<file path="src/hw/rtl/bglc_pkg.sv">
// ----------------------------------------------------------------------------
// bglc_pkg
// Shared types, register codes and helpers of the battery gauge LED controller.
// ----------------------------------------------------------------------------
package bglc_pkg;

	localparam int CODE_W    = 8;
	localparam int HELD_W    = 9;
	localparam int LED_W     = 4;
	localparam int STEP_W    = 3;
	localparam int CFG_IDX_W = 3;

	localparam logic [HELD_W-1:0] LONG_PRESS = 9'd500;

	// item kinds
	typedef enum logic [1:0] {
		KIND_SAMPLE = 2'd0,
		KIND_TICK   = 2'd1,
		KIND_BUTTON = 2'd2,
		KIND_UNUSED = 2'd3
	} kind_t;

	// gauge source
	typedef enum logic [1:0] {
		GK_NONE = 2'd0,
		GK_VOLT = 2'd1,
		GK_CURR = 2'd2,
		GK_RSVD = 2'd3
	} gauge_kind_t;

	// charge state, bits 4:3 of the charger status byte
	typedef enum logic [1:0] {
		CS_IDLE  = 2'd0,
		CS_CHG_A = 2'd1,
		CS_CHG_B = 2'd2,
		CS_DONE  = 2'd3
	} charge_state_t;

	// configuration register indexes
	typedef enum logic [CFG_IDX_W-1:0] {
		CFG_UVLO   = 3'd0,
		CFG_VSTEP2 = 3'd1,
		CFG_VSTEP3 = 3'd2,
		CFG_VSTEP4 = 3'd3,
		CFG_CSTEP1 = 3'd4,
		CFG_CSTEP2 = 3'd5,
		CFG_CSTEP3 = 3'd6,
		CFG_CSTEP4 = 3'd7
	} cfg_reg_t;

	localparam logic [STEP_W-1:0] CHASE_LAST = 3'd4;
	localparam logic [LED_W-1:0]  LEDS_ALL   = 4'hF;
	localparam logic [LED_W-1:0]  LEDS_OFF   = 4'h0;

	typedef struct packed {
		logic [CODE_W-1:0] uvlo_code;
		logic [CODE_W-1:0] volt_step2_code;
		logic [CODE_W-1:0] volt_step3_code;
		logic [CODE_W-1:0] volt_step4_code;
		logic [CODE_W-1:0] curr_step1_code;
		logic [CODE_W-1:0] curr_step2_code;
		logic [CODE_W-1:0] curr_step3_code;
		logic [CODE_W-1:0] curr_step4_code;
	} cfg_t;

	localparam cfg_t CFG_RESET = '{
		uvlo_code:       8'd35,
		volt_step2_code: 8'd55,
		volt_step3_code: 8'd75,
		volt_step4_code: 8'd85,
		curr_step1_code: 8'd1,
		curr_step2_code: 8'd10,
		curr_step3_code: 8'd20,
		curr_step4_code: 8'd30
	};

	typedef struct packed {
		kind_t             kind;
		logic [CODE_W-1:0] status_byte;
		logic [CODE_W-1:0] voltage_code;
		logic [CODE_W-1:0] current_code;
		logic [HELD_W-1:0] held_count;
	} item_t;

	typedef struct packed {
		logic [LED_W-1:0] leds;
		logic [LED_W-1:0] gauge;
		gauge_kind_t      gauge_kind;
		logic             shutdown;
	} result_t;

	typedef struct packed {
		charge_state_t     charge_state;
		logic [CODE_W-1:0] volt_level;
		logic [CODE_W-1:0] curr_level;
		logic [STEP_W-1:0] chase_step;
		logic [LED_W-1:0]  led_bits;
		logic              chase_enable;
	} state_t;

	// thermometer bar over four ascending thresholds
	function automatic logic [LED_W-1:0] bar4(
		input logic [CODE_W-1:0] v,
		input logic [CODE_W-1:0] t1,
		input logic [CODE_W-1:0] t2,
		input logic [CODE_W-1:0] t3,
		input logic [CODE_W-1:0] t4
	);
		logic [LED_W-1:0] bar;
		if (v >= t4) begin
			bar = 4'hF;
		end else if (v >= t3) begin
			bar = 4'h7;
		end else if (v >= t2) begin
			bar = 4'h3;
		end else if (v >= t1) begin
			bar = 4'h1;
		end else begin
			bar = 4'h0;
		end
		return bar;
	endfunction

endpackage

</file>
<file path="src/hw/rtl/bglc_if.sv">
// ----------------------------------------------------------------------------
// bglc_if
// Valid/ready channels of the battery gauge LED controller: item and result.
// ----------------------------------------------------------------------------
interface bglc_in_if;
	logic        valid;
	logic        ready;
	logic [1:0]  kind;
	logic [7:0]  status_byte;
	logic [7:0]  voltage_code;
	logic [7:0]  current_code;
	logic [8:0]  held_count;

	modport source (
		output valid, kind, status_byte, voltage_code, current_code, held_count,
		input  ready
	);
	modport sink (
		input  valid, kind, status_byte, voltage_code, current_code, held_count,
		output ready
	);
endinterface

interface bglc_out_if;
	logic        valid;
	logic        ready;
	logic [3:0]  leds;
	logic [3:0]  gauge;
	logic [1:0]  gauge_kind;
	logic        shutdown;

	modport source (
		output valid, leds, gauge, gauge_kind, shutdown,
		input  ready
	);
	modport sink (
		input  valid, leds, gauge, gauge_kind, shutdown,
		output ready
	);
endinterface

</file>
<file path="src/hw/rtl/battery_gauge_led_controller.sv">
// ----------------------------------------------------------------------------
// battery_gauge_led_controller
// Power-bank LED controller on raw charger codes: UVLO, chase, bar gauge.
// ----------------------------------------------------------------------------
// Usage:
//   items   : valid/ready sink. One beat is a charger sample, a chase tick or
//             a button release (kind), with the raw status, voltage and
//             current codes and the button hold count.
//   results : valid/ready source. Exactly one beat per item: LED states,
//             gauge bar and its source, and a shutdown request.
//   cfg_*   : plain write port for the eight threshold codes; write only
//             while the block is idle.
// Path: an accepted item passes the input register, then the update logic
//   feeding the result register and the state registers.
// Throughput: one item per cycle while results is ready; the only loop is
//   the state register, updated in the same cycle that the result register loads.
// Reset: thresholds go to their defaults, LEDs off, chase disabled and
//   parked at step 0, latched levels zero; both stages empty.
// Stall: while results is held off the result register keeps its beat and
//   the input register still takes one more item; after that items.ready
//   drops until the result beat leaves.
// ----------------------------------------------------------------------------
module battery_gauge_led_controller (
	input  logic                              clk,
	input  logic                              arst_n,
	bglc_in_if.sink                           items,
	bglc_out_if.source                        results,
	input  logic                              cfg_we,
	input  logic [bglc_pkg::CFG_IDX_W-1:0]    cfg_idx,
	input  logic [bglc_pkg::CODE_W-1:0]       cfg_data
);

	bglc_pkg::cfg_t    cfg_q;
	bglc_pkg::state_t  state_q;
	bglc_pkg::state_t  state_nxt;
	bglc_pkg::item_t   item_s1;
	bglc_pkg::result_t result_q;
	bglc_pkg::result_t result_nxt;
	logic              valid_s1;
	logic              out_valid_q;
	logic              advance;
	logic              in_accept;

	// result register frees up when empty or when its beat is taken
	assign advance      = !out_valid_q || results.ready;
	assign items.ready  = !valid_s1 || advance;
	assign in_accept    = items.valid && items.ready;

	// threshold registers
	always_ff @(posedge clk or negedge arst_n) begin
		if (!arst_n) begin
			cfg_q <= bglc_pkg::CFG_RESET;
		end else if (cfg_we) begin
			unique case (bglc_pkg::cfg_reg_t'(cfg_idx))
				bglc_pkg::CFG_UVLO:   cfg_q.uvlo_code       <= cfg_data;
				bglc_pkg::CFG_VSTEP2: cfg_q.volt_step2_code <= cfg_data;
				bglc_pkg::CFG_VSTEP3: cfg_q.volt_step3_code <= cfg_data;
				bglc_pkg::CFG_VSTEP4: cfg_q.volt_step4_code <= cfg_data;
				bglc_pkg::CFG_CSTEP1: cfg_q.curr_step1_code <= cfg_data;
				bglc_pkg::CFG_CSTEP2: cfg_q.curr_step2_code <= cfg_data;
				bglc_pkg::CFG_CSTEP3: cfg_q.curr_step3_code <= cfg_data;
				bglc_pkg::CFG_CSTEP4: cfg_q.curr_step4_code <= cfg_data;
				default: cfg_q <= cfg_q;
			endcase
		end
	end

	// stage 1: input register
	always_ff @(posedge clk or negedge arst_n) begin
		if (!arst_n) begin
			valid_s1 <= 1'b0;
		end else if (in_accept) begin
			valid_s1 <= 1'b1;
		end else if (advance) begin
			valid_s1 <= 1'b0;
		end
	end

	always_ff @(posedge clk) begin
		if (in_accept) begin
			item_s1.kind         <= bglc_pkg::kind_t'(items.kind);
			item_s1.status_byte  <= items.status_byte;
			item_s1.voltage_code <= items.voltage_code;
			item_s1.current_code <= items.current_code;
			item_s1.held_count   <= items.held_count;
		end
	end

	// update logic
	bglc_step u_step (
		.cfg  (cfg_q),
		.cur  (state_q),
		.item (item_s1),
		.nxt  (state_nxt),
		.res  (result_nxt)
	);

	// stage 2: controller state and result register
	always_ff @(posedge clk or negedge arst_n) begin
		if (!arst_n) begin
			state_q     <= '0;
			out_valid_q <= 1'b0;
		end else if (advance) begin
			out_valid_q <= valid_s1;
			if (valid_s1) begin
				state_q <= state_nxt;
			end
		end
	end

	always_ff @(posedge clk) begin
		if (advance && valid_s1) begin
			result_q <= result_nxt;
		end
	end

	assign results.valid      = out_valid_q;
	assign results.leds       = result_q.leds;
	assign results.gauge      = result_q.gauge;
	assign results.gauge_kind = result_q.gauge_kind;
	assign results.shutdown   = result_q.shutdown;

	// chase step never runs past the wrap point
	a_step_range: assert property (@(posedge clk) disable iff (!arst_n)
		state_q.chase_step <= (bglc_pkg::CHASE_LAST + 3'd1))
		else $error("chase step out of range");

	// a shutdown beat never carries a gauge
	a_shut_no_gauge: assert property (@(posedge clk) disable iff (!arst_n)
		out_valid_q && result_q.shutdown |->
			result_q.gauge == bglc_pkg::LEDS_OFF && result_q.gauge_kind == bglc_pkg::GK_NONE)
		else $error("shutdown beat with gauge");

	// no gauge source means an empty bar
	a_none_empty: assert property (@(posedge clk) disable iff (!arst_n)
		out_valid_q && result_q.gauge_kind == bglc_pkg::GK_NONE |->
			result_q.gauge == bglc_pkg::LEDS_OFF)
		else $error("bar shown without source");

	// a held input stage blocks new items
	a_full_blocks: assert property (@(posedge clk) disable iff (!arst_n)
		valid_s1 && !advance |-> !items.ready)
		else $error("item taken while both stages full");

	// every processed item lands in the result register
	a_item_moves: assert property (@(posedge clk) disable iff (!arst_n)
		valid_s1 && advance |=> out_valid_q)
		else $error("item lost between stages");

endmodule

</file>
<file path="src/hw/rtl/bglc_step.sv">
// ----------------------------------------------------------------------------
// bglc_step
// One item's update: next controller state and the result beat.
// ----------------------------------------------------------------------------
module bglc_step (
	input  bglc_pkg::cfg_t   cfg,
	input  bglc_pkg::state_t cur,
	input  bglc_pkg::item_t  item,
	output bglc_pkg::state_t nxt,
	output bglc_pkg::result_t res
);

	always_comb begin
		nxt            = cur;
		res.gauge      = bglc_pkg::LEDS_OFF;
		res.gauge_kind = bglc_pkg::GK_NONE;
		res.shutdown   = 1'b0;

		unique case (item.kind)
			bglc_pkg::KIND_SAMPLE: begin
				nxt.charge_state = bglc_pkg::charge_state_t'(item.status_byte[4:3]);
				nxt.volt_level   = item.voltage_code;
				nxt.curr_level   = item.current_code;
				if (item.voltage_code < cfg.uvlo_code) begin
					res.shutdown = 1'b1;
					nxt.led_bits = bglc_pkg::LEDS_OFF;
				end
				priority case (nxt.charge_state)
					bglc_pkg::CS_DONE: begin
						nxt.chase_enable = 1'b0;
						nxt.led_bits     = bglc_pkg::LEDS_ALL;
					end
					bglc_pkg::CS_IDLE: begin
						nxt.chase_enable = 1'b0;
						nxt.chase_step   = '0;
						nxt.led_bits     = bglc_pkg::LEDS_OFF;
					end
					default: begin
						nxt.chase_enable = 1'b1;
					end
				endcase
			end
			bglc_pkg::KIND_TICK: begin
				if (cur.chase_enable) begin
					// one LED per step, gated by the latched voltage
					if (cur.chase_step == 3'd1 && cur.volt_level >= cfg.uvlo_code) begin
						nxt.led_bits = cur.led_bits | 4'b0001;
					end else if (cur.chase_step == 3'd2
						&& cur.volt_level >= cfg.volt_step2_code) begin
						nxt.led_bits = cur.led_bits | 4'b0010;
					end else if (cur.chase_step == 3'd3
						&& cur.volt_level >= cfg.volt_step3_code) begin
						nxt.led_bits = cur.led_bits | 4'b0100;
					end else if (cur.chase_step == 3'd4
						&& cur.volt_level >= cfg.volt_step4_code) begin
						nxt.led_bits = cur.led_bits | 4'b1000;
					end
					// wrap: past the last LED the bar restarts dark at step one
					if (cur.chase_step > bglc_pkg::CHASE_LAST) begin
						nxt.chase_step = 3'd1;
						nxt.led_bits   = bglc_pkg::LEDS_OFF;
					end else begin
						nxt.chase_step = cur.chase_step + 3'd1;
					end
				end
			end
			bglc_pkg::KIND_BUTTON: begin
				nxt.chase_step   = '0;
				nxt.charge_state = bglc_pkg::charge_state_t'(item.status_byte[4:3]);
				nxt.volt_level   = item.voltage_code;
				nxt.curr_level   = item.current_code;
				nxt.led_bits     = bglc_pkg::LEDS_OFF;
				if (item.held_count > bglc_pkg::LONG_PRESS) begin
					res.shutdown = 1'b1;
				end else if (nxt.charge_state == bglc_pkg::CS_IDLE
					|| nxt.charge_state == bglc_pkg::CS_DONE) begin
					res.gauge_kind = bglc_pkg::GK_VOLT;
					res.gauge      = bglc_pkg::bar4(item.voltage_code, cfg.uvlo_code,
						cfg.volt_step2_code, cfg.volt_step3_code, cfg.volt_step4_code);
				end else begin
					res.gauge_kind = bglc_pkg::GK_CURR;
					res.gauge      = bglc_pkg::bar4(item.current_code, cfg.curr_step1_code,
						cfg.curr_step2_code, cfg.curr_step3_code, cfg.curr_step4_code);
				end
			end
			default: begin
				// unused kind: state holds, LEDs echoed
			end
		endcase

		res.leds = nxt.led_bits;
	end

endmodule

</file>
<file path="src/flat_wrapper.sv">
// flat-port wrapper written by rule: the top's interface ports become plain ports
module battery_gauge_led_controller_flat 
  (clk, arst_n, cfg_we, cfg_idx, cfg_data, items_valid, items_kind, items_status_byte, items_voltage_code, items_current_code, items_held_count, items_ready, results_valid, results_leds, results_gauge, results_gauge_kind, results_shutdown, results_ready);
  bglc_in_if items_i ();
  bglc_out_if results_i ();
  input  logic clk;
  input  logic arst_n;
  input  logic cfg_we;
  input  logic [bglc_pkg::CFG_IDX_W-1:0] cfg_idx;
  input  logic [bglc_pkg::CODE_W-1:0] cfg_data;
  input wire logic [$bits(items_i.valid)-1:0] items_valid;
  input wire logic [$bits(items_i.kind)-1:0] items_kind;
  input wire logic [$bits(items_i.status_byte)-1:0] items_status_byte;
  input wire logic [$bits(items_i.voltage_code)-1:0] items_voltage_code;
  input wire logic [$bits(items_i.current_code)-1:0] items_current_code;
  input wire logic [$bits(items_i.held_count)-1:0] items_held_count;
  output wire logic [$bits(items_i.ready)-1:0] items_ready;
  output wire logic [$bits(results_i.valid)-1:0] results_valid;
  output wire logic [$bits(results_i.leds)-1:0] results_leds;
  output wire logic [$bits(results_i.gauge)-1:0] results_gauge;
  output wire logic [$bits(results_i.gauge_kind)-1:0] results_gauge_kind;
  output wire logic [$bits(results_i.shutdown)-1:0] results_shutdown;
  input wire logic [$bits(results_i.ready)-1:0] results_ready;
  assign items_i.valid = items_valid;
  assign items_i.kind = items_kind;
  assign items_i.status_byte = items_status_byte;
  assign items_i.voltage_code = items_voltage_code;
  assign items_i.current_code = items_current_code;
  assign items_i.held_count = items_held_count;
  assign items_ready = items_i.ready;
  assign results_valid = results_i.valid;
  assign results_leds = results_i.leds;
  assign results_gauge = results_i.gauge;
  assign results_gauge_kind = results_i.gauge_kind;
  assign results_shutdown = results_i.shutdown;
  assign results_i.ready = results_ready;
  battery_gauge_led_controller u_core (.clk(clk), .arst_n(arst_n), .items(items_i), .results(results_i), .cfg_we(cfg_we), .cfg_idx(cfg_idx), .cfg_data(cfg_data));
endmodule
</file>
<file path="config.mk">
export PLATFORM = sky130hd
export DESIGN_NAME = battery_gauge_led_controller_flat
export DESIGN_NICKNAME = d
export VERILOG_FILES = /design/src/hw/rtl/bglc_pkg.sv /design/src/hw/rtl/bglc_if.sv /design/src/hw/rtl/battery_gauge_led_controller.sv /design/src/hw/rtl/bglc_step.sv /design/src/flat_wrapper.sv
export SDC_FILE = /design/constraint.sdc
export NUM_CORES = 1
export LEC_CHECK = 0
export BUFFER_PORTS_ARGS = -buffer_cell sky130_fd_sc_hd__buf_2
export CAP_MARGIN = 0
export CORE_MARGIN = 2
export CORE_UTILIZATION = 65
export CTS_BUF_LIST = sky130_fd_sc_hd__clkbuf_4
export CTS_CLUSTER_SIZE = 10
export DETAILED_ROUTE_END_ITERATION = 10
export PLACE_DENSITY = 0.95
export REMOVE_ABC_BUFFERS = 1
export SETUP_SLACK_MARGIN = 0.5
export SYNTH_ARGS = -nofsm -noshare
export SYNTH_HDL_FRONTEND = slang
export SYNTH_SLANG_ARGS = --single-unit
</file>
<file path="constraint.sdc">
create_clock -name clk -period 6.1 [get_ports clk]
set_input_delay 1.83 -clock clk [delete_from_list [all_inputs] [get_ports clk]]
set_output_delay 1.83 -clock clk [all_outputs]
set_load 0.005 [all_outputs]
</file>
==> results.yml <==
finish:
  synthToLayoutAreaGrowth_pct: 11.2
  drive_gt1_frac: 0.261
  nNetsFinal: 837
  post-route-util: 0.746
logic_synthesis:
  yosys.area.top_type: "dfrtp_1"
  synth.area.mux_share: 0.0726
  yosysTopAreaCellShare: 0.205
  synth-edff-count: 40
  yosysMostFrequentCell: "ha_1"
  postSynthAreaPerCell_um2: 11.3
  synth-seq-cells: 122
  synth_compound_area_frac: 0.126
  synth_top_family_by_area: "adder cells"
  synth_xor_xnor_area_share: 0
  yosys_warnings: 0
  syn_inst: 614
  synth_area_leaders: "dfrtp_1 20%, ha_1 19%, edfxtp_1 17%"
  syn_area_mm2: 0.00696
  synthAdderAreaFrac: 0.185
  synth.distinct_cells: 57
  ys_seq_area_frac: 0.472
  synth-main-ff-cell: "dfrtp_1"
  synth_commonest_cells: "103 x ha_1, 74 x inv_1, 57 x dfrtp_1, 55 x nand2_1, 48 x o21ai_0"
  async_flop_share: 0.672
  synth-simple-area-share: 0.0991
drt:
  num_vias: 5080
  wire_per_inst_um: 18.3
  drtIter0Drc: 301
  route.detailed.drc: 0
  via_per_inst: 6.10
  final_antenna_net_count: 0
  drt_wl_total_um: 15200
  drtPass1Iterations: 6
status:
  status: "completed"
timing:
  hold_viol_final: 0
  slew_violations: 0
  fin_worst_skew_ps: 22.7
  worst_pin_slew_ps: 1050
  rsz0062_at_grt: "no"
  fmax_ghz: 0.245
  period_minus_slack_ps: 4080
  setup_tns_ps: 0
  period_share: 0.669
  maxSlewHeadroom: 0.297
  setup_viol: 0
hold_path:
  hp-start: "u_core.state_q[2]"
  hp-class: "reg2reg"
global_route:
  grtUsageTotal: 0.287
  grt_max_degree: 83
  antenna_found_initial: 1
  grt_pass1_vias: 5236
  grt_pass1_wl_um: 25000
  overflow: 0
power:
  p_seq_frac: 0.442
  p_clk_frac: 0.271
  p_total_mw: 2.49
  switching_share: 0.319
  peakVddDrop_mv: 0.231
  p_sw_mw: 0.792
  pwr-share-comb: 0.287
  p_leak_nw: 3.53
  powerDensity_mw_per_mm2: 321
  p_int_mw: 1.69
floorplanning:
  num_rows: 37
  dieWidth_um: 107
  initial_utilization: 0.671
  dieArea_mm2: 0.0115
  dieHeight_um: 107
  core_mm2: 0.0104
  io_pins: 64
worst_setup_path:
  cp.required_ps: 4270
  path_class: "in2out"
  slowest_delay_ps: 170
  crit_start: "results_ready"
  reg2reg_from: "u_core.item_s1[24]"
  reg2reg_setup_slack_ps: 3470
  cpMaxStageDelayCell: "nand3b_1"
  crit_chain: "buf_2, nand3b_1, buf_2"
  critPathArrivalTime_ps: 2250
  critPathLaunchType: "input pin"
  path_max_fanout: 3
  endpoint_kind: "primary output"
  timing.critical_path.mode_cell: "buf_2"
clocking:
  cts.sinks: 122
  clk_pin_slew_ps: 100
  cts_tree: "done"
  numCtsBuffers: 17
  clock_latency_ps: 570
  cts_resized: 0
  h-tree-depth: 4
  root_buffer: "clkbuf_4"
  cts.path.max_buffers: 2
  post_cts_buffers: 0
  cts_hold_buf: 0
place:
  place.gp.congestion: 0.951
  dp_hpwl_um: 11200
  io_buffers: 57
job:
  drv_cap: 0
## final cells by class
class                   count  area [µm²]
well taps                 136         170
diodes                      1        2.50
clock inverters            14         203
flip-flops and latches    122        3280
clock buffers              18         135
fillers                   642        2630
inverters                  74         278
multi-input cells         409        3360
repair buffers             59         303
## through the flow
stage / std cells / hold WS, ps / instance area [µm²] / worst slack (ps)
detailed placement: 800 / 480 / 7400 / 2020
finish: 833 / 502 / 7740 / 2020
CTS: 832 / 502 / 7730 / 2010
floorplan: 605 / 450 / 6920 / 2270
global placement: 800 / 462 / 7400 / 2040
global route: 833 / 519 / 7740 / 1980
## cells in the final DEF, fill, tap and decap left out, drive strengths merged, types with 5 or more instances in the layout
master   instances
nor3             5
dfstp           25
a21o             5
edfxtp          40
dfrtp           57
o2111ai          7
bufinv           5
o21ai           54
clkinv           6
nand3            5
ha             103
a211oi          15
nand4b           5
nand2b          15
nand2           55
clkbuf          18
nor2            23
buf             59
mux2            44
inv             74
a21oi           21
## logic make-up after synthesis
| group | count (synthesis) |
|---|---|
| AND/OR/NAND/NOR | 132 |
| multiplexers | 45 |
| adder cells (fa/ha/maj) | 103 |
| AO/OA/AOI/OAI | 129 |
| flip-flops | 122 |
| buffers and inverters | 83 |
## path summary, 6_finish.rpt
| kind | end | cells past startpoint |
|---|---|---|
| max | items_ready | 3 |
| min reg2reg | u_core.state_q[2] | 2 |
| max reg2reg | u_core.results.gauge[0] | 6 |
| max in group asynchronous | u_core.cfg_q[22] | 1 |
| min | u_core.state_q[2] | 2 |
| min in group asynchronous | u_core.state_q[0] | 1 |
## flip-flops by register name (all words and copies together) (netlist names)
register                   count
u_core.item_s1                29
u_core.results.gauge_kind      2
u_core.results.valid           1
u_core.results.leds            4
u_core.results.shutdown        1
u_core.results.gauge           4
u_core.cfg_q                  64
u_core.state_q                16
u_core.valid_s1                1
## power by group through the flow
| stage | Sequential (mW) | Clock, mW | Combinational, mW |
|---|---|---|---|
| after global placement | 1.10 | 0 | 0.633 |
| after detailed placement | 1.11 | 0 | 0.696 |
| after floorplan | 1.09 | 0 | 0.494 |
| final | 1.10 | 0.674 | 0.714 |
| after CTS | 1.10 | 0.683 | 0.708 |
| after global routing | 1.11 | 0.722 | 0.802 |
## worst max-delay path, delay by kind of cell
family / cells / cell delay [ps]
simple gates: 1 / 170
buf+inv: 2 / 240
## per-layer routing
| metal | global-route usage | routed length (µm) | vias up | part of all wire |
|---|---|---|---|---|
| met5 | 0 | 0 | - | 0 |
| met4 | 0.171 | 613 | 0 | 0.040 |
| met3 | 0.0763 | 976 | 51 | 0.064 |
| met2 | 0.460 | 7380 | 197 | 0.48 |
| met1 | 0.348 | 6270 | 2471 | 0.41 |
| li1 | - | - | 2361 | - |
Power figures use the tool's default switching activity.
